<file path="src/hw/rtl/i2cebm_pkg.sv">
// Package for the single-byte I2C EEPROM master: phase codes, request and
// result structures, configuration defaults and register indexes.
// No dependencies.
package i2cebm_pkg;

  typedef enum logic [3:0] {
    PH_IDLE   = 4'd0,
    PH_START1 = 4'd1,
    PH_DEVW   = 4'd2,
    PH_ACK1   = 4'd3,
    PH_ADDR   = 4'd4,
    PH_ACK2   = 4'd5,
    PH_DATA   = 4'd6,
    PH_ACK3   = 4'd7,
    PH_STOP   = 4'd8,
    PH_START2 = 4'd9,
    PH_DEVR   = 4'd10,
    PH_ACK4   = 4'd11,
    PH_READ   = 4'd12,
    PH_NACK   = 4'd13
  } phase_t;

  typedef struct packed {
    logic [6:0]  device_address;
    logic [7:0]  ack_timeout;
    logic [15:0] half_period;
  } cfg_t;

  typedef struct packed {
    logic       start_req;
    logic       operation;
    logic [7:0] mem_addr;
    logic [7:0] write_data;
    logic       sda_in;
  } req_t;

  typedef struct packed {
    logic       scl_level;
    logic       sda_level;
    logic       busy_res;
    logic       done_res;
    logic [7:0] rx_data;
    logic       ack_missing;
  } res_t;

  localparam logic [6:0]  DEVICE_ADDRESS_RESET = 7'h50;
  localparam logic [7:0]  ACK_TIMEOUT_RESET    = 8'd250;
  localparam logic [15:0] HALF_PERIOD_RESET    = 16'd100;

  localparam logic [1:0] REG_DEVICE_ADDRESS = 2'd0;
  localparam logic [1:0] REG_ACK_TIMEOUT    = 2'd1;
  localparam logic [1:0] REG_HALF_PERIOD    = 2'd2;

  localparam logic OP_WRITE = 1'b0;
  localparam logic OP_READ  = 1'b1;

  function automatic logic is_ack(phase_t p);
    return (p == PH_ACK1) || (p == PH_ACK2) || (p == PH_ACK3) || (p == PH_ACK4);
  endfunction

  function automatic logic is_send(phase_t p);
    return (p == PH_DEVW) || (p == PH_ADDR) || (p == PH_DATA) || (p == PH_DEVR);
  endfunction

  function automatic logic [4:0] seg_total(phase_t p);
    logic [4:0] n;
    if ((p == PH_START1) || (p == PH_START2) || (p == PH_STOP)) begin
      n = 5'd3;
    end else if (is_ack(p)) begin
      n = 5'd4;
    end else if (p == PH_NACK) begin
      n = 5'd2;
    end else begin
      n = 5'd16;
    end
    return n;
  endfunction

endpackage

</file>
<file path="src/hw/rtl/i2c_eeprom_byte_master_core.sv">
// Single-byte I2C EEPROM master: one request is one timing tick of the
// pin sequencer. An accepted request is registered, then stepped into the result
// register. Throughput is one request per cycle unless stalled; one step per tick.
// Synchronous active-low reset: phase idle, result valid low, registers at
// their defaults (device 0x50, timeout 250, half period 100).
// Depends on i2cebm_pkg and i2cebm_seq.
module i2c_eeprom_byte_master_core (
  input  logic        clk,
  input  logic        rst_n,
  input  logic        in_valid,
  output logic        in_stall,
  input  logic        in_start_req,
  input  logic        in_operation,
  input  logic [7:0]  in_mem_addr,
  input  logic [7:0]  in_write_data,
  input  logic        in_sda_in,
  output logic        out_valid,
  input  logic        out_stall,
  output logic        out_scl_level,
  output logic        out_sda_level,
  output logic        out_busy_res,
  output logic        out_done_res,
  output logic [7:0]  out_rx_data,
  output logic        out_ack_missing,
  input  logic        psel,
  input  logic        penable,
  input  logic        pwrite,
  input  logic [3:0]  paddr,
  input  logic [31:0] pwdata,
  output logic [31:0] prdata,
  output logic        pready
);
  import i2cebm_pkg::*;

  cfg_t cfg_r;
  req_t req_r;
  res_t res_r, step_res;
  logic req_valid_r;
  logic out_valid_r;
  logic step_en;
  logic cfg_write;

  assign pready    = 1'b1;
  assign cfg_write = psel && penable && pwrite;

  always_ff @(posedge clk) begin
    if (!rst_n) begin
      cfg_r.device_address <= DEVICE_ADDRESS_RESET;
      cfg_r.ack_timeout    <= ACK_TIMEOUT_RESET;
      cfg_r.half_period    <= HALF_PERIOD_RESET;
    end else if (cfg_write) begin
      unique case (paddr[3:2])
        REG_DEVICE_ADDRESS: cfg_r.device_address <= pwdata[6:0];
        REG_ACK_TIMEOUT:    cfg_r.ack_timeout    <= pwdata[7:0];
        REG_HALF_PERIOD:    cfg_r.half_period    <= pwdata[15:0];
        default: ;
      endcase
    end
  end

  always_comb begin
    unique case (paddr[3:2])
      REG_DEVICE_ADDRESS: prdata = {25'd0, cfg_r.device_address};
      REG_ACK_TIMEOUT:    prdata = {24'd0, cfg_r.ack_timeout};
      REG_HALF_PERIOD:    prdata = {16'd0, cfg_r.half_period};
      default:            prdata = '0;
    endcase
  end

  assign step_en  = req_valid_r && (!out_valid_r || !out_stall);
  assign in_stall = req_valid_r && !step_en;

  always_ff @(posedge clk) begin
    if (!rst_n) begin
      req_valid_r <= 1'b0;
      out_valid_r <= 1'b0;
    end else begin
      if (!in_stall) begin
        req_valid_r <= in_valid;
      end
      if (step_en) begin
        out_valid_r <= 1'b1;
      end else if (!out_stall) begin
        out_valid_r <= 1'b0;
      end
    end
  end

  always_ff @(posedge clk) begin
    if (in_valid && !in_stall) begin
      req_r.start_req  <= in_start_req;
      req_r.operation  <= in_operation;
      req_r.mem_addr   <= in_mem_addr;
      req_r.write_data <= in_write_data;
      req_r.sda_in     <= in_sda_in;
    end
    if (step_en) begin
      res_r <= step_res;
    end
  end

  i2cebm_seq u_seq (
    .clk     (clk),
    .rst_n   (rst_n),
    .step_en (step_en),
    .cfg     (cfg_r),
    .req     (req_r),
    .res     (step_res)
  );

  assign out_valid       = out_valid_r;
  assign out_scl_level   = res_r.scl_level;
  assign out_sda_level   = res_r.sda_level;
  assign out_busy_res    = res_r.busy_res;
  assign out_done_res    = res_r.done_res;
  assign out_rx_data     = res_r.rx_data;
  assign out_ack_missing = res_r.ack_missing;

endmodule

</file>
<file path="src/hw/rtl/i2cebm_seq.sv">
// Transaction sequencer of the I2C EEPROM master: phase state and counters,
// with the per-tick step logic that yields line levels and status.
// Depends on i2cebm_pkg.
module i2cebm_seq (
  input  logic              clk,
  input  logic              rst_n,
  input  logic              step_en,
  input  i2cebm_pkg::cfg_t  cfg,
  input  i2cebm_pkg::req_t  req,
  output i2cebm_pkg::res_t  res
);
  import i2cebm_pkg::*;

  phase_t      phase_r, phase_nxt, ph_cur;
  logic [3:0]  bit_count_r, bit_count_nxt, bc_cur;
  logic [7:0]  shift_byte_r, shift_byte_nxt, sb_cur, sb_step;
  logic [15:0] tick_count_r, tick_count_nxt, tc_cur, tc_inc;
  logic [7:0]  ack_wait_r, ack_wait_nxt, aw_cur, aw_inc;
  logic [16:0] held_request_r, held_request_nxt;
  logic [7:0]  received_r, received_nxt;
  logic        error_flag_r, error_flag_nxt;
  logic [4:0]  bc_inc;
  logic [7:0]  dev_byte;

  always_ff @(posedge clk) begin
    if (!rst_n) begin
      phase_r        <= PH_IDLE;
      bit_count_r    <= '0;
      shift_byte_r   <= '0;
      tick_count_r   <= '0;
      ack_wait_r     <= '0;
      held_request_r <= '0;
      received_r     <= '0;
      error_flag_r   <= 1'b0;
    end else if (step_en) begin
      phase_r        <= phase_nxt;
      bit_count_r    <= bit_count_nxt;
      shift_byte_r   <= shift_byte_nxt;
      tick_count_r   <= tick_count_nxt;
      ack_wait_r     <= ack_wait_nxt;
      held_request_r <= held_request_nxt;
      received_r     <= received_nxt;
      error_flag_r   <= error_flag_nxt;
    end
  end

  assign dev_byte = {cfg.device_address, 1'b0};

  always_comb begin
    ph_cur           = phase_r;
    bc_cur           = bit_count_r;
    sb_cur           = shift_byte_r;
    tc_cur           = tick_count_r;
    aw_cur           = ack_wait_r;
    held_request_nxt = held_request_r;
    received_nxt     = received_r;
    error_flag_nxt   = error_flag_r;

    if (phase_r > PH_NACK) begin
      ph_cur = PH_IDLE;
      bc_cur = '0;
      sb_cur = '0;
      tc_cur = '0;
      aw_cur = '0;
    end
    if ((ph_cur == PH_IDLE) && req.start_req) begin
      held_request_nxt = {req.operation, req.mem_addr, req.write_data};
      error_flag_nxt   = 1'b0;
      ph_cur = PH_START1;
      bc_cur = '0;
      sb_cur = '0;
      tc_cur = '0;
      aw_cur = '0;
    end

    phase_nxt      = ph_cur;
    bit_count_nxt  = bc_cur;
    shift_byte_nxt = sb_cur;
    tick_count_nxt = tc_cur;
    ack_wait_nxt   = aw_cur;

    tc_inc  = tc_cur + 16'd1;
    bc_inc  = {1'b0, bc_cur} + 5'd1;
    aw_inc  = (aw_cur != 8'hFF) ? (aw_cur + 8'd1) : aw_cur;
    sb_step = sb_cur;
    if (bc_cur[0] && (ph_cur == PH_READ)) begin
      sb_step = {sb_cur[6:0], req.sda_in};
    end else if (bc_cur[0] && is_send(ph_cur)) begin
      sb_step = {sb_cur[6:0], 1'b0};
    end

    res.scl_level = 1'b1;
    res.sda_level = 1'b1;
    res.busy_res  = 1'b0;
    res.done_res  = 1'b0;

    if (ph_cur != PH_IDLE) begin
      res.busy_res = 1'b1;
      if ((ph_cur == PH_START1) || (ph_cur == PH_START2)) begin
        res.scl_level = (bc_cur != 4'd0);
        res.sda_level = (bc_cur != 4'd2);
      end else if (ph_cur == PH_STOP) begin
        res.scl_level = (bc_cur != 4'd0);
        res.sda_level = (bc_cur == 4'd2);
      end else if (is_send(ph_cur)) begin
        res.scl_level = bc_cur[0];
        res.sda_level = sb_cur[7];
      end else if (is_ack(ph_cur) || (ph_cur == PH_NACK)) begin
        res.scl_level = (bc_cur != 4'd0);
      end else if (ph_cur == PH_READ) begin
        res.scl_level = bc_cur[0];
      end

      if (is_ack(ph_cur) && (bc_cur == 4'd2)) begin
        if (!req.sda_in) begin
          bit_count_nxt  = 4'd3;
          tick_count_nxt = '0;
        end else begin
          ack_wait_nxt = aw_inc;
          if (aw_inc >= cfg.ack_timeout) begin
            error_flag_nxt = 1'b1;
            phase_nxt      = PH_STOP;
            bit_count_nxt  = '0;
            tick_count_nxt = '0;
            ack_wait_nxt   = '0;
            shift_byte_nxt = '0;
          end
        end
      end else if (tc_inc >= cfg.half_period) begin
        tick_count_nxt = '0;
        shift_byte_nxt = sb_step;
        bit_count_nxt  = bc_inc[3:0];
        if (bc_inc >= seg_total(ph_cur)) begin
          bit_count_nxt  = '0;
          ack_wait_nxt   = '0;
          shift_byte_nxt = '0;
          unique case (ph_cur)
            PH_START1: begin
              phase_nxt      = PH_DEVW;
              shift_byte_nxt = dev_byte;
            end
            PH_DEVW: phase_nxt = PH_ACK1;
            PH_ACK1: begin
              phase_nxt      = PH_ADDR;
              shift_byte_nxt = held_request_nxt[15:8];
            end
            PH_ADDR: phase_nxt = PH_ACK2;
            PH_ACK2: begin
              if (held_request_nxt[16] == OP_READ) begin
                phase_nxt = PH_START2;
              end else begin
                phase_nxt      = PH_DATA;
                shift_byte_nxt = held_request_nxt[7:0];
              end
            end
            PH_DATA: phase_nxt = PH_ACK3;
            PH_ACK3: phase_nxt = PH_STOP;
            PH_START2: begin
              phase_nxt      = PH_DEVR;
              shift_byte_nxt = {dev_byte[7:1], 1'b1};
            end
            PH_DEVR: phase_nxt = PH_ACK4;
            PH_ACK4: phase_nxt = PH_READ;
            PH_READ: begin
              received_nxt = sb_step;
              phase_nxt    = PH_NACK;
            end
            PH_NACK: phase_nxt = PH_STOP;
            PH_STOP: begin
              phase_nxt     = PH_IDLE;
              res.busy_res  = 1'b0;
              res.done_res  = 1'b1;
            end
            default: phase_nxt = PH_IDLE;
          endcase
        end
      end else begin
        tick_count_nxt = tc_inc;
      end
    end

    res.rx_data     = received_nxt;
    res.ack_missing = error_flag_nxt;
  end

endmodule

</file>
<file path="config.mk">
export PLATFORM = sky130hd
export DESIGN_NAME = i2c_eeprom_byte_master_core
export DESIGN_NICKNAME = d
export VERILOG_FILES = /design/src/hw/rtl/i2cebm_pkg.sv /design/src/hw/rtl/i2c_eeprom_byte_master_core.sv /design/src/hw/rtl/i2cebm_seq.sv
export SDC_FILE = /design/constraint.sdc
export NUM_CORES = 1
export LEC_CHECK = 0
export BUFFER_PORTS_ARGS = -buffer_cell sky130_fd_sc_hd__buf_4
export CAP_MARGIN = 5
export CORE_MARGIN = 5
export CORE_UTILIZATION = 45
export DETAILED_ROUTE_END_ITERATION = 7
export PLACE_DENSITY = 0.64
export RECOVER_POWER = 25
export SLEW_MARGIN = 10
export SYNTH_ARGS = -nofsm -noshare
export SYNTH_HDL_FRONTEND = slang
export SYNTH_HIERARCHICAL = 1
export SYNTH_SLANG_ARGS = --single-unit
</file>
<file path="constraint.sdc">
create_clock -name clk -period 6.3 [get_ports clk]
set_input_delay 1.89 -clock clk [delete_from_list [all_inputs] [get_ports clk]]
set_output_delay 1.89 -clock clk [all_outputs]
set_load 0.02 [all_outputs]
</file>
Word level (Yosys, flattened, before mapping). Index checks and enable logic that the tools add are counted.

Add/sub/neg operators: 3. Magnitude comparators: 4. Equality and inequality tests: 19. Multiplexer cells: 76. Bitwise gates (word level): 3. Reductions and logical operators: 32.

Operators with widths (number): 8-bit two-way mux (25); 16-bit two-way mux (7); 4-bit two-way mux (17); 16-bit one-hot mux with 3 select lines (1); 4-bit one-hot mux with 11 select lines (1); 8-bit one-hot mux with 4 select lines (1); 5-bit two-way mux (6); 4-bit == test, second input constant (6); 17-bit two-way mux (1); 16-bit by 1-bit adder with 16-bit output, second input constant (1); 4-bit by 3-bit == test with 1-bit output, second input constant (4); 16-bit greater-or-equal comparator (1); 4-bit by 2-bit == test with 1-bit output, second input constant (3); 2-bit two-way mux (6); 1-bit two-way mux (11); 1-bit logical OR (10); 1-bit logical AND (9); 8-bit by 1-bit adder with 8-bit output, second input constant (1); 8-bit greater-or-equal comparator (1); 8-bit != test, second input constant (1); 4-bit nonzero test (2); 2-bit AND reduction (3); 4-bit by 1-bit adder with 5-bit output, second input constant (1); 5-bit greater-or-equal comparator (1); other kinds (12) (17).

Bits in registers: 131. Input port bits: 62. Output and inout bits: 48. Word-level logic and storage cells: 161.

Longest topological paths before layout. Gate-level depths: netlist (run 1).

Depth in word-level cells: 19. Gate-level depth with buffers: 24. Depth with buffers taken out: 19.

By module. The synthesis (run 1) kept the hierarchy.

Modules (own cells, without submodules): i2cebm_seq (instances 1, cells each 683, area an instance 4977.3 sq um, sequential area each 1321.3 sq um); i2c_eeprom_byte_master_core (instances 1, cells each 228, area an instance 2673.8 sq um, sequential area each 1621.6 sq um).

Worst setup path after synthesis (run 1). OpenSTA, ideal clock, no wires.

Path type: reg2reg. Start: register u_seq.phase_r[3]. End: register res_r, in the netlist out_rx_data[0], data pin. Setup time: 260 ps. Arrival: 4349 ps. Required time: 6040 ps. Path slack: 1691 ps. Cell stages (with the launch flop): 21. Buffers on the path: 4. Period minus slack after synthesis: 4609 ps. Path through: dfxtp_1 and3_1 buf_2 a21oi_1 clkbuf_1 clkbuf_1 nand2_1 inv_1 ha_1 and3_1 and3_1 and2_1 nor3_1 a21o_1 ha_1 nand4_1 or2_2 o311ai_0 buf_2 nand3_1 mux2_2.

RTL lines: start, declared (line i2cebm_seq.sv:14) `phase_t phase_r, phase_nxt, ph_cur;`; start signal, assigned (line i2cebm_seq.sv:36) `phase_r <= phase_nxt;`; end signal, assigned (line i2c_eeprom_byte_master_core.sv:98) `res_r <= step_res;`; end, declared (line i2c_eeprom_byte_master_core.sv:37) `res_t res_r, step_res;`.

==> out/summary.md, run 1 <==
Of all cell types, the one taking the most synthesized area is dfxtp_1. The part of the Yosys area used for sequential elements was 38.5%. The max-capacitance violation count is 2, and the synthesized area divided by synthesized cell count is 8.40 um^2. The first detailed-routing pass took 6 iterations. VDD sags by at most 0.179 mV.

The library cell used most frequently in the layout, excluding fill and tap cells, is nand2_1. In this run the standard cell core region covers 16,600 um^2. In this run the core area contains 47 standard-cell rows. The top cell type's share of synthesized area works out to 25.9%.

Counting every instance in the synthesized netlist gives 911. The final layout contains 1,063 nets. At the placement stage, the worst setup path has a slack of 1.01 ns. The run gives 0.916 as the final estimated routing congestion in global placement. In the layout the commonest cells are nand2_1 (152), dfxtp_1 (99), buf_4 (69). The first routing iteration left 874 violations. In the post-route analysis, the smallest setup slack over all paths is 0.784 ns.

The slew at the pin with the worst max-slew slack works out to 3.50 ns. STA classifies the critical path endpoint as a flip-flop. Die outline height: 140 um. The number of vias per cell is 5.76, and the count of different cell masters after synthesis is 74.

The synthesized flop and latch total came out at 131. The tree is rooted in a clkbuf_16. The required time at the endpoint of the critical path came out at 6.62 ns.

For the largest net degree at the start of global routing, the log shows 83. Part of the cycle the worst path needs: 87.6%. Among all flip-flop cells after synthesis, the most frequent one is dfxtp_1. Setup violations remaining at the end of the flow were counted as 0. For the finished layout, the period the worst path requires is 5.52 ns.

The flow ran to the end, but the final reports show violations. The run gives 19,700 um^2 as the area of the die. For the post-detailed-placement half-perimeter wirelength, the log shows 14.4 mm. The largest fanout on the critical path works out to 82. The mapped netlist covers 7650 um^2. The type of the tightest min-delay check is flip-flop to flip-flop. Power spread over the standard cell area amounts to 242 nW/um^2.

Once placement finished, the instance area stood at 8290 um^2. From synthesis to final layout, the design area changed by 16.0%. The logs give 0 for the residual overflow from global routing and 0 for the number of antenna violations at the first check in global routing. Once detail routing completed, the nets flagged for antenna violations numbered 0. Buffers inserted to repair hold after CTS numbered 0. Clock slew seen by the registers of the worst setup and hold paths: 0.06 ns. The via count of the first global-routing pass was 6,345. By area the synthesized netlist is led by dfxtp_1 (26%), edfxtp_1 (13%), nand2_1 (7.5%), ha_1 (5.4%), mux2i_1 (4.3%). After detailed routing, the total wire length is 20.3 mm. The maximum level of the CTS H-tree is 4. Across every metal layer, demand over resource in global routing totals 20.3%. Setup repair after global routing left no endpoint under its margin. STA classifies the critical path startpoint as an input pin.

Across all hold checks on the routed design, the worst slack comes to 0.453 ns. Once the floorplan was initialized, standard cells occupied 46.0% of the core. The ratio of cells with drive above 1 in the final layout was 15.6%; the worst-skew pair later-pin latency was 0.42 ns.

The fraction of registers with async set/reset is 0%. Including well taps, the total number of placed cells is 1,169. For the first-pass GRT wire length, the log shows 32.7 mm.

The number of fill cells is 1,569, and the final standard cell count with taps included and fillers excluded is 1,201. The run gives 6 as the total number of yosys warnings. In the routed design, unresolved DRC markers number 0. The checks that failed: capacitance limit, slew limit. TritonCTS built the clock tree. Headroom to the max-slew limit came out at -134%. Post-route clock skew: 0.00866 ns. Number of gates resized after cts: 0.

Upper clock frequency limit: 181 MHz. After routing, the total negative slack on setup checks comes to 0 ns. Clock tree synthesis inserted a total of 17 buffers.

The clock drives 131 sinks. The number of diodes is 0. The maximum buffer depth of the clock tree came out at 2. The total non-filler cell area in the finished layout was 8880 um^2. The boundary pin count was 110. After detailed routing, the average wire length per cell comes to 16.9 um. The number of setup buffers added after CTS is 0. From left edge to right edge, the die measures 140 um. The number of buffers added on ports was 74. Number of vias in the routed layout: 6,918. The final count of hold timing violations came out at 0.

At the worst endpoint, the arrival time is 5.84 ns. Count of final max-slew check failures: 94. The count of flip-flops with a built-in enable after synthesis is 32.

The critical path is of the input pin to flip-flop type. The run gives 3.50 nW as the cell leakage power.
==> state kept, by name (all words and copies together) (netlist names), 4 cells and up <==
| name | count |
|---|---|
| u_seq/bit_count_r | 4 |
| u_seq/held_request_r | 17 |
| cfg_r | 31 |
| u_seq/shift_byte_r | 8 |
| req_r | 19 |
| u_seq/ack_wait_r | 8 |
| out_rx_data | 8 |
| u_seq/phase_r | 4 |
| u_seq/received_r | 8 |
| u_seq/tick_count_r | 16 |
==> path summary, 6_finish.rpt <==
kind	start	to	slack [ns]	cells after the start
max	rst_n	u_seq/shift_byte_r[6]$_SDFFE_PN0P_	0.78	6
min	u_seq/held_request_r[6]$_SDFFE_PN0P_	u_seq/held_request_r[6]$_SDFFE_PN0P_	0.45	2
max reg2reg	u_seq/phase_r[2]$_SDFFE_PN0P_	u_seq/tick_count_r[5]$_SDFFE_PN0P_	0.88	19
min reg2reg	u_seq/held_request_r[6]$_SDFFE_PN0P_	u_seq/held_request_r[6]$_SDFFE_PN0P_	0.45	2
==> where the power goes <==
group          total (W)  internal [W]  switching (W)
Clock            0.00102      0.000628       0.000388
Sequential      0.000898      0.000884      0.0000144
Combinational   0.000232     0.0000796       0.000153
==> worst max-delay path, cell delays in order <==
cell and delay, ns:
clkbuf_1 2.42, clkinv_1 0.30, buf_4 0.44, a21oi_1 0.24, o31a_1 0.37, o2bb2ai_1 0.15
==> metal layers <==
metal	GRT usage [%]	share of wire (%)	wire length, um
met3	3.95	7.8	1580
met4	6.94	1.8	360
met2	30.2	44	8880
met1	29.5	47	9450
met5	0	0	0
==> cell families after synthesis <==
group	Yosys count	share of synthesized area, %
AND/OR/NAND/NOR	345	21.8
AO/OA/AOI/OAI	230	19.3
flip-flops	131	38.5
buffers and inverters	110	7.11
multiplexers	46	6.23
adder cells (fa/ha/maj)	33	5.40
XOR/XNOR	14	1.60
other	2	0.0982
==> synth_stat cells (21+ instances only) <==
| cell type | n |
|---|---|
| nand2_1 | 152 |
| dfxtp_1 | 99 |
| a21oi_1 | 63 |
| nor2_1 | 58 |
| o21ai_0 | 55 |
| inv_1 | 41 |
| nand3_1 | 39 |
| ha_1 | 33 |
| mux2i_1 | 33 |
| edfxtp_1 | 32 |
| clkbuf_1 | 30 |
| buf_4 | 21 |
==> area by class of cell <==
cell class	count	area [um^2]	share of cell area, %
multi-input cells	685	4220	47.6
flip-flops and latches	131	2940	33.2
clock inverters	14	176	1.99
clock buffers	18	429	4.83
repair buffers	91	672	7.57
inverters	42	158	1.78
well taps	220	275	3.10
==> through the flow <==
step | util [%] | power, W
after floorplan | - | 0.00107
after global placement | 49.8 | 0.00114
after detailed placement | 49.8 | 0.00115
after CTS | 53.4 | 0.00216
after global routing | 53.3 | 0.00223
final | 53.3 | 0.00215
Note: power is estimated with default switching activity, not from simulation.
==> run 2, diff against run 1 <==
--- a/config.mk
+++ b/config.mk
@@ -15,5 +15,4 @@
 export SLEW_MARGIN = 10
 export SYNTH_ARGS = -nofsm -noshare
 export SYNTH_HDL_FRONTEND = slang
-export SYNTH_HIERARCHICAL = 1
 export SYNTH_SLANG_ARGS = --single-unit
==> run 2 against run 1 <==
The run now ends clean. Maximum frequency increased by 0.52%. Count of clock-buffer cells in the layout unchanged. Cell area increased by 2.9%. Global-route usage increased by 0.44 points. Hold slack got worse by 0.00086 ns. Sequential cell count unchanged. Utilization decreased by 0.54 points. Die area increased by 3.3%. Clock power about the same. Critical path depth increased by 12. Clock skew decreased by 0.0013 ns.
==> out/summary.md, run 2 <==
The run finished with clean final reports. Routability-driven placement finished with a final weighted congestion of 0.855. The routed design has 21.0 mm of wire. The clock sink total came out at 131. The type of the tightest min-delay check is flip-flop to flip-flop. The count of flip-flops with a built-in enable after synthesis came out at 32.

Per report_power, the sequential group accounts for 42.2% of the total. After floorplanning, the core was divided into 48 placement rows. The number of clock buffers added by TritonCTS is 17. The repair_antennas step left the layout with diodes totalling 0. The largest fanout on the critical path was 20. The final layout contains 1,079 nets. After detailed placement, the design holds a cell count of 1,190.

The worst setup path is of the flip-flop to flip-flop kind. The cell taking the most area after synthesis is dfxtp_1. The endpoint type of the worst setup path was a flip-flop. The most used flip-flop cell after synthesis is dfxtp_1.

In the layout the commonest cells are nand2_1 (140), dfxtp_1 (99), buf_4 (68). Number of vias per cell: 5.75. The finished cells cover 9130 um^2. Data on the critical path is required at its endpoint by 6.64 ns. The slew at the pin with the worst max-slew slack was 1.29 ns. The register with the most flip-flops in the layout has 31 of them.

The logs give 5 for the total iterations of the first detailed-routing run and 0 for the max-capacitance violation count. Met3 layer wire length in the routed design: 1.38 mm. Per-cell routed wire length: 17.2 um. Sequential cells were found to cover 37.1% of the synthesized design area.

Fill cells in the final layout number 1,693. The fraction of registers with async set/reset is 0%, and the upper clock frequency limit is 182 MHz. The clock reaches the later pin of the worst-skew pair after 0.42 ns. Critical path's slowest cell: o21a_1. Headroom to the max-slew limit came out at 14.2%. The number of gates resized after CTS was 0. The remaining antenna violation count was 0.

The boundary pin count was 110; the die outline height was 143 um. The largest registers in the layout are cfg_r: 31 flops, req_r: 19 flops, u_seq.held_request_r: 17 flops. Tightest hold margin: 0.452 ns. The tools report the final standard cell count with taps included and fillers excluded as 1,222.

Ranked by flip-flop count, first place goes to cfg_r. From synthesis to final layout, the design area changed by 15.3%. Final count of hold timing violations: 0. Setup repair after global routing left no endpoint under its margin.

Summed over all failing endpoints, the final setup total negative slack is 0 ns. After detailed routing, the number of remaining DRC violations is 0. The clock tree synthesis step divided the H-tree into 4 levels. Clock-pin slew was measured on the worst setup and hold paths at 0.06 ns.

The total of hold buffers inserted after clock tree synthesis came out at 0. The number of antenna violations at the first check in global routing was 0. Once the floorplan was initialized, standard cells occupied 45.8% of the core. The most common cell in the synthesized netlist is nand2_1. For the number of DRC markers after the initial detailed-route iteration, the log shows 624. Ranked by total cell area, the synthesized netlist is headed by dfxtp_1 (25%), edfxtp_1 (12%), nand2_1 (6.6%), mux2i_1 (5.4%), ha_1 (5.2%). Port buffering added 74 buffers. Data arrives at the worst endpoint at 5.82 ns. Ratio of cells with drive above 1 in the final layout: 15.9%. The run gives 7,031 as the number of vias in the routed layout. TritonCTS built the clock tree.

In this run, the combinational gates consume 10.3% of the power. The part of the cycle the worst path needs came out at 87.1%. Clock root buffer: clkbuf_16.

The final number of setup-violating endpoints came out at 0. Global routing finished with a remaining overflow of 0. The width of the die was 143 um; the total number of yosys warnings was 0. The synthesized design contains 131 register bits. For the post-detailed-placement cell area, the log shows 8550 um^2.

Most common library cell in the layout ignoring fill and taps: nand2_1. By count the netlist is led by nand2_1 (140), dfxtp_1 (99), a21oi_1 (64). The run gives 14.8 mm as the post-detailed-placement half-perimeter wirelength. Clock skew on the completed layout was measured at 0.00739 ns. The die covers 20,400 um^2. The via count of the first global-routing pass is 6,555, and the maximum single-stage delay on the critical path is 0.69 ns.

The top cell type's share of synthesized area works out to 25.0%. Switching share of power: 26.6%. Power per cell area: 234 nW/um^2. Cell internal power was estimated by the tool at 0.00157 W. For this run, the total global-route usage over all layers was measured as 20.8%. In this run the static leakage power is 3.59 nW. The run gives 83 as the count of different cell masters after synthesis. Entering global routing, the biggest net connects 53 pins. The clock network is responsible for 47.5% of the overall power. The maximum buffer depth of the clock tree was 2; the synthesized area divided by synthesized cell count was 8.46 um^2. The met2 wire length came out at 9.09 mm. After detailed routing, the wire length on met1 is 10.2 mm. For the share of the core filled with cells in the final layout, the log shows 52.8%. Critical path startpoint category: a flip-flop. The first-pass GRT wire length came out at 34.3 mm. The instance count of the mapped netlist came out at 937.

Subtracting the final worst setup slack from the clock period gives 5.49 ns. The highest metal layer carrying signal wires in the routed design is met4. After clock tree synthesis, the setup repair step added 0 buffers. The tools report the count of final max-slew check failures as 0. The net switching component of the power came out at 0.000569 W. Traced cell by cell, the critical path runs through nor4_1 > buf_4 > a21oi_2 > and2_1 > ha_1 > and3_1 > and3_1 > nand4_1 > or3_1 > a21oi_1 > ha_1 > nand4_1 > nor3_1 > a211oi_1 > o21a_1 > buf_4 > a21oi_1 > a211oi_1. Across the VDD grid, the largest voltage drop is 0.178 mV.

The total area inside the core boundary comes to 17,300 um^2. After synthesis the cells add up to 7920 um^2.
## run 2: cell type report
class                      instances  area [um^2]  share of cell area [%]
clock inverter                    14          165                    1.81
multi-input combinational        686         4420                    48.4
tap                              225          282                    3.08
timing repair buffer              92          672                    7.36
clock buffer                      18          439                    4.81
sequential                       131         2940                    32.2
inverter                          56          211                    2.32
## run 2: through the flow
stage | total power, W | worst slack [ns]
2_1_floorplan | 0.00107 | 1.25
3_3_place_gp | 0.00114 | 0.918
3_5_place_dp | 0.00114 | 0.864
4_1_cts | 0.00215 | 0.857
5_1_grt | 0.00221 | 0.431
6_report | 0.00214 | 0.813
## run 2: path summary, 6_finish.rpt
path / depth (start not counted) / endpoint / slack (ns) / start
worst max-delay path: 18 / u_seq.tick_count_r[13]$_SDFFE_PN0P_ / 0.81 / u_seq.phase_r[2]$_SDFFE_PN0P_
worst min register to register: 2 / u_seq.held_request_r[7]$_SDFFE_PN0P_ / 0.45 / u_seq.held_request_r[7]$_SDFFE_PN0P_
worst min-delay path: 2 / u_seq.held_request_r[7]$_SDFFE_PN0P_ / 0.45 / u_seq.held_request_r[7]$_SDFFE_PN0P_
worst max register to register: 18 / u_seq.tick_count_r[13]$_SDFFE_PN0P_ / 0.81 / u_seq.phase_r[2]$_SDFFE_PN0P_
## run 2: layer usage
metal / global-route usage (%) / vias to the layer above
li1: - / 3470
met1: 30.8 / 3283
met2: 30.9 / 248
met3: 3.75 / 30
met4: 6.20 / 0
met5: 0 / -
## run 2: cells by family (layout without fill, tap and decap cells)
kind of cell	after synthesis	in the layout	synth area share, %
other cells	2	17	0.0948
buf+inv	135	180	7.93
mux	53	53	6.85
xor+xnor	13	13	1.44
fa+ha+maj	33	33	5.21
flops	131	131	37.1
compound gates	251	251	21.8
simple gates	319	319	19.5
## run 2: power groups by stage
stage / Combinational [W] / Sequential [W] / Clock, W
2_1_floorplan: 0.000146 / 0.000920 / 0
3_3_place_gp: 0.000217 / 0.000919 / 0
3_5_place_dp: 0.000219 / 0.000920 / 0
4_1_cts: 0.000220 / 0.000902 / 0.00103
5_1_grt: 0.000240 / 0.000905 / 0.00107
6_report: 0.000219 / 0.000902 / 0.00102
## run 2: worst max-delay path: cells and delay by family (launching register included)
kind | cells | cell delay, ns
buf+inv | 2 | 0.50
fa+ha+maj | 2 | 0.57
flops | 1 | 0.68
simple gates | 8 | 1.76
compound gates | 6 | 1.86
==> run 3, diff against run 2 <==
==> constraint.sdc (replaced) <==
create_clock -name clk -period 5.4 [get_ports clk]
set_input_delay 1.62 -clock clk [delete_from_list [all_inputs] [get_ports clk]]
set_output_delay 1.62 -clock clk [all_outputs]
set_load 0.02 [all_outputs]
==> run 3 against run 2 <==
Count of clock-buffer cells in the layout is 1 higher. Largest cell class unchanged. Cell area grew 0.53%. Utilization grew 0.28 points. Register-to-register slack worse by 0.29 ns. The run now ends with capacitance limit, slew limit left. Combinational power rose by 18%. Critical endpoint is now out_rx_data[3]$_DFFE_PP_. Critical path type unchanged. Largest power group unchanged.
==> out/summary.md, run 3 (same netlist as run 2, synthesis figures left out) <==
The flow ran to the end, but the final reports show violations. The checks that failed: capacitance limit, slew limit. For this design the ratio of total power to cell area is 265 nW/um^2. The logs give 0 for the number of antenna violations at the first check in global routing and 0 for the remaining antenna violation count. The dominant delay contributor by cell family on the critical path is simple AND/OR/NAND/NOR gates.

Counting stages on the worst path, the most repeated cell is and3_1. The number of vias per cell works out to 5.77. 110 I/O pins were placed. For the pin with the worst max-slew slack, the measured transition is 2.58 ns. The per-cell routed wire length came out at 17.3 um.

The largest registers in the layout are cfg_r: 31 flops, req_r: 19 flops, u_seq.held_request_r: 17 flops. After clock tree synthesis, the flow added hold-fix buffers numbering 0. In the finished design, the share of the clock period the worst path needs comes to 90.4%.

The number of antenna diodes in the final layout is 0. The tools report the count of final max-slew check failures as 50. Before CTS, the worst setup slack after placement is 0.546 ns. The residual overflow from global routing was 0; the net count reported at finish was 1,089.

The path with the worst hold slack has its endpoint at u_seq.held_request_r[6]$_SDFFE_PN0P_. The beginning of the worst register-to-register path was u_seq.phase_r[3]$_SDFFE_PN0P_. The logs give 6,565 for the via count of the first global-routing pass and 205 MHz for the upper clock frequency limit. In the routed design, unresolved DRC markers number 0.

The most common library cell in the layout ignoring fill and taps is nand2_1. In this run, CTS created clock tree buffers numbering 17. Setup repair after global routing left no endpoint under its margin. The worst setup path is launched from a flip-flop. The final count of hold timing violations came out at 0. The total global-route track usage was 21.0%. The slowest stage of the critical path belongs to the cell or3_1.

Clock-pin slew was measured on the worst setup and hold paths at 0.06 ns. The initial core utilization is 45.8%, and the total iterations of the first detailed-routing run is 5. The tools report the number of fill cells as 1,660. The max-capacitance violation count is 1. The endpoint type of the worst setup path was a flip-flop.

TritonCTS built the clock tree. Post-CTS repair changed the size of 0 cells. After legalization and detailed placement, the total HPWL measured 15.1 mm.

The number of buffers added on ports was 74; the final number of setup-violating endpoints was 0. In the layout the commonest cells are nand2_1 (140), dfxtp_1 (99), buf_4 (78). At the worst endpoint, the required time is 5.57 ns. The number of buffers and inverters on the critical path was 1.

For this block, the via count after detailed routing is 7,104. By startpoint and endpoint, the worst setup path is classified as flip-flop to flip-flop. The setup slack of the critical path after layout is 0.521 ns, and the post-layout minimum cycle time is 4.88 ns. Relative to the synthesized area, the layout overhead comes to 15.9%.

The sequential cells in the finished layout cover a total of 2940 um^2. Core box area: 17,300 um^2. The worst register-to-register path has a depth of 16. The logs give -71.7% for the relative slew slack and 21.3 mm for the total detailed-routing wirelength. In this run the critical register-to-register path is captured at out_rx_data[3]$_DFFE_PP_.

Overall power consumption after layout is estimated at 0.00243 W. The worst-skew pair later-pin latency came out at 0.43 ns. The first global-routing pass estimated 34.2 mm of wire.

The area of the die is 20,400 um^2, and the cell leakage power is 3.62 nW. Routability-driven placement finished with a final weighted congestion of 0.874. Along the worst path, the maximum fanout reaches 17.

Across the routed clock network, the largest skew measured is 0.00931 ns. The clock sink total is 131. The maximum single-stage delay on the critical path works out to 0.41 ns.

Clock tree synthesis selected as its root buffer the cell clkbuf_16. In this run the horizontal extent of the chip is 143 um. Hold is met by 0.451 ns. The post-route netlist has 16.8% of its cells at a drive strength greater than 1. Walking the worst path, the cells encountered are buf_4 > and3_1 > a21oi_2 > and2_1 > ha_1 > and3_1 > and3_1 > nand4_1 > or3_1 > a21oi_1 > ha_1 > nand4_1 > or3_1 > o21ai_1 > nand3_2 > mux2_2. The placement row count came out at 48. The startpoint identified for the worst hold timing path is u_seq.held_request_r[6]$_SDFFE_PN0P_. The clock tree synthesis step divided the H-tree into 4 levels.

For the worst setup path, the data arrival time is 5.05 ns. The run gives 465 as the number of DRC markers after the initial detailed-route iteration. The number of buffers inserted by post-CTS setup repair was 0; the area of the multi-input gates was 4420 um^2. Across all register-to-register paths, the minimum setup slack is 0.52 ns. The die outline height was 143 um. The register with the most flip-flops was cfg_r. The path class of the tightest hold or removal check is flip-flop to flip-flop. IR analysis of the VDD net gives a maximum drop of 0.216 mV. The maximum buffer depth of the clock tree is 2, and the number of flip-flops under the largest register name is 31. Counting instances, the worst hold path has a depth of 2. The largest net degree at the start of global routing is 50.

Setup total negative slack on the finished layout was measured at 0 ns.
## run 3: final cells by class
cell class	count	area share, %
sequential	131	32.0
inverter	56	2.30
clock inverter	13	1.39
timing repair buffer	102	8.22
clock buffer	19	4.82
multi-input combinational	686	48.2
tap	225	3.07
## run 3: how the worst max path moves through the flow
stage / endpoint / cells past startpoint / start / slack (ns)
final: out_rx_data[3]$_DFFE_PP_ / 16 / u_seq.phase_r[3]$_SDFFE_PN0P_ / 0.52
after global placement: out_rx_data[0]$_DFFE_PP_ / 16 / u_seq.phase_r[3]$_SDFFE_PN0P_ / 0.60
after global routing: u_seq.tick_count_r[12]$_SDFFE_PN0P_ / 17 / u_seq.phase_r[3]$_SDFFE_PN0P_ / 0.24
after detailed placement: out_rx_data[0]$_DFFE_PP_ / 16 / u_seq.phase_r[3]$_SDFFE_PN0P_ / 0.55
after CTS: out_rx_data[2]$_DFFE_PP_ / 16 / u_seq.phase_r[3]$_SDFFE_PN0P_ / 0.53
after floorplan: u_seq.shift_byte_r[0]$_SDFFE_PN0P_ / 23 / u_seq.phase_r[1]$_SDFFE_PN0P_ / 0.35
## run 3: power by group
| part | internal (W) | switching (W) | leakage [nW] |
|---|---|---|---|
| clock network | 0.000653 | 0.000472 | 0.273 |
| registers | 0.00103 | 0.0000179 | 1.10 |
| logic | 0.0000933 | 0.000165 | 2.24 |
## run 3: worst reg2reg max path, stage by stage, from the launching register on
cell and delay, ns:
dfxtp_1 0.32, buf_4 0.19, and3_1 0.21, a21oi_2 0.29
and2_1 0.23, ha_1 0.26, and3_1 0.25, and3_1 0.29
nand4_1 0.24, or3_1 0.41, a21oi_1 0.25, ha_1 0.19
nand4_1 0.11, or3_1 0.41, o21ai_1 0.30, nand3_2 0.30
mux2_2 0.38
## run 3: layer usage
metal,vias to the layer above,global-route usage [%],part of all wire [%]
met3,32,4.25,6.4
met5,-,0,0
met4,0,8.30,2.0
met1,3350,30.5,47
met2,244,30.7,44
li1,3478,-,-
## run 3: metrics by stage
stage	cells	instance area [um^2]	utilization, %
CTS	1232	9190	53.2
finish	1232	9180	53.1
detailed placement	1200	8620	49.9
floorplan	952	7980	-
global placement	1200	8620	49.9
global route	1232	9180	53.1
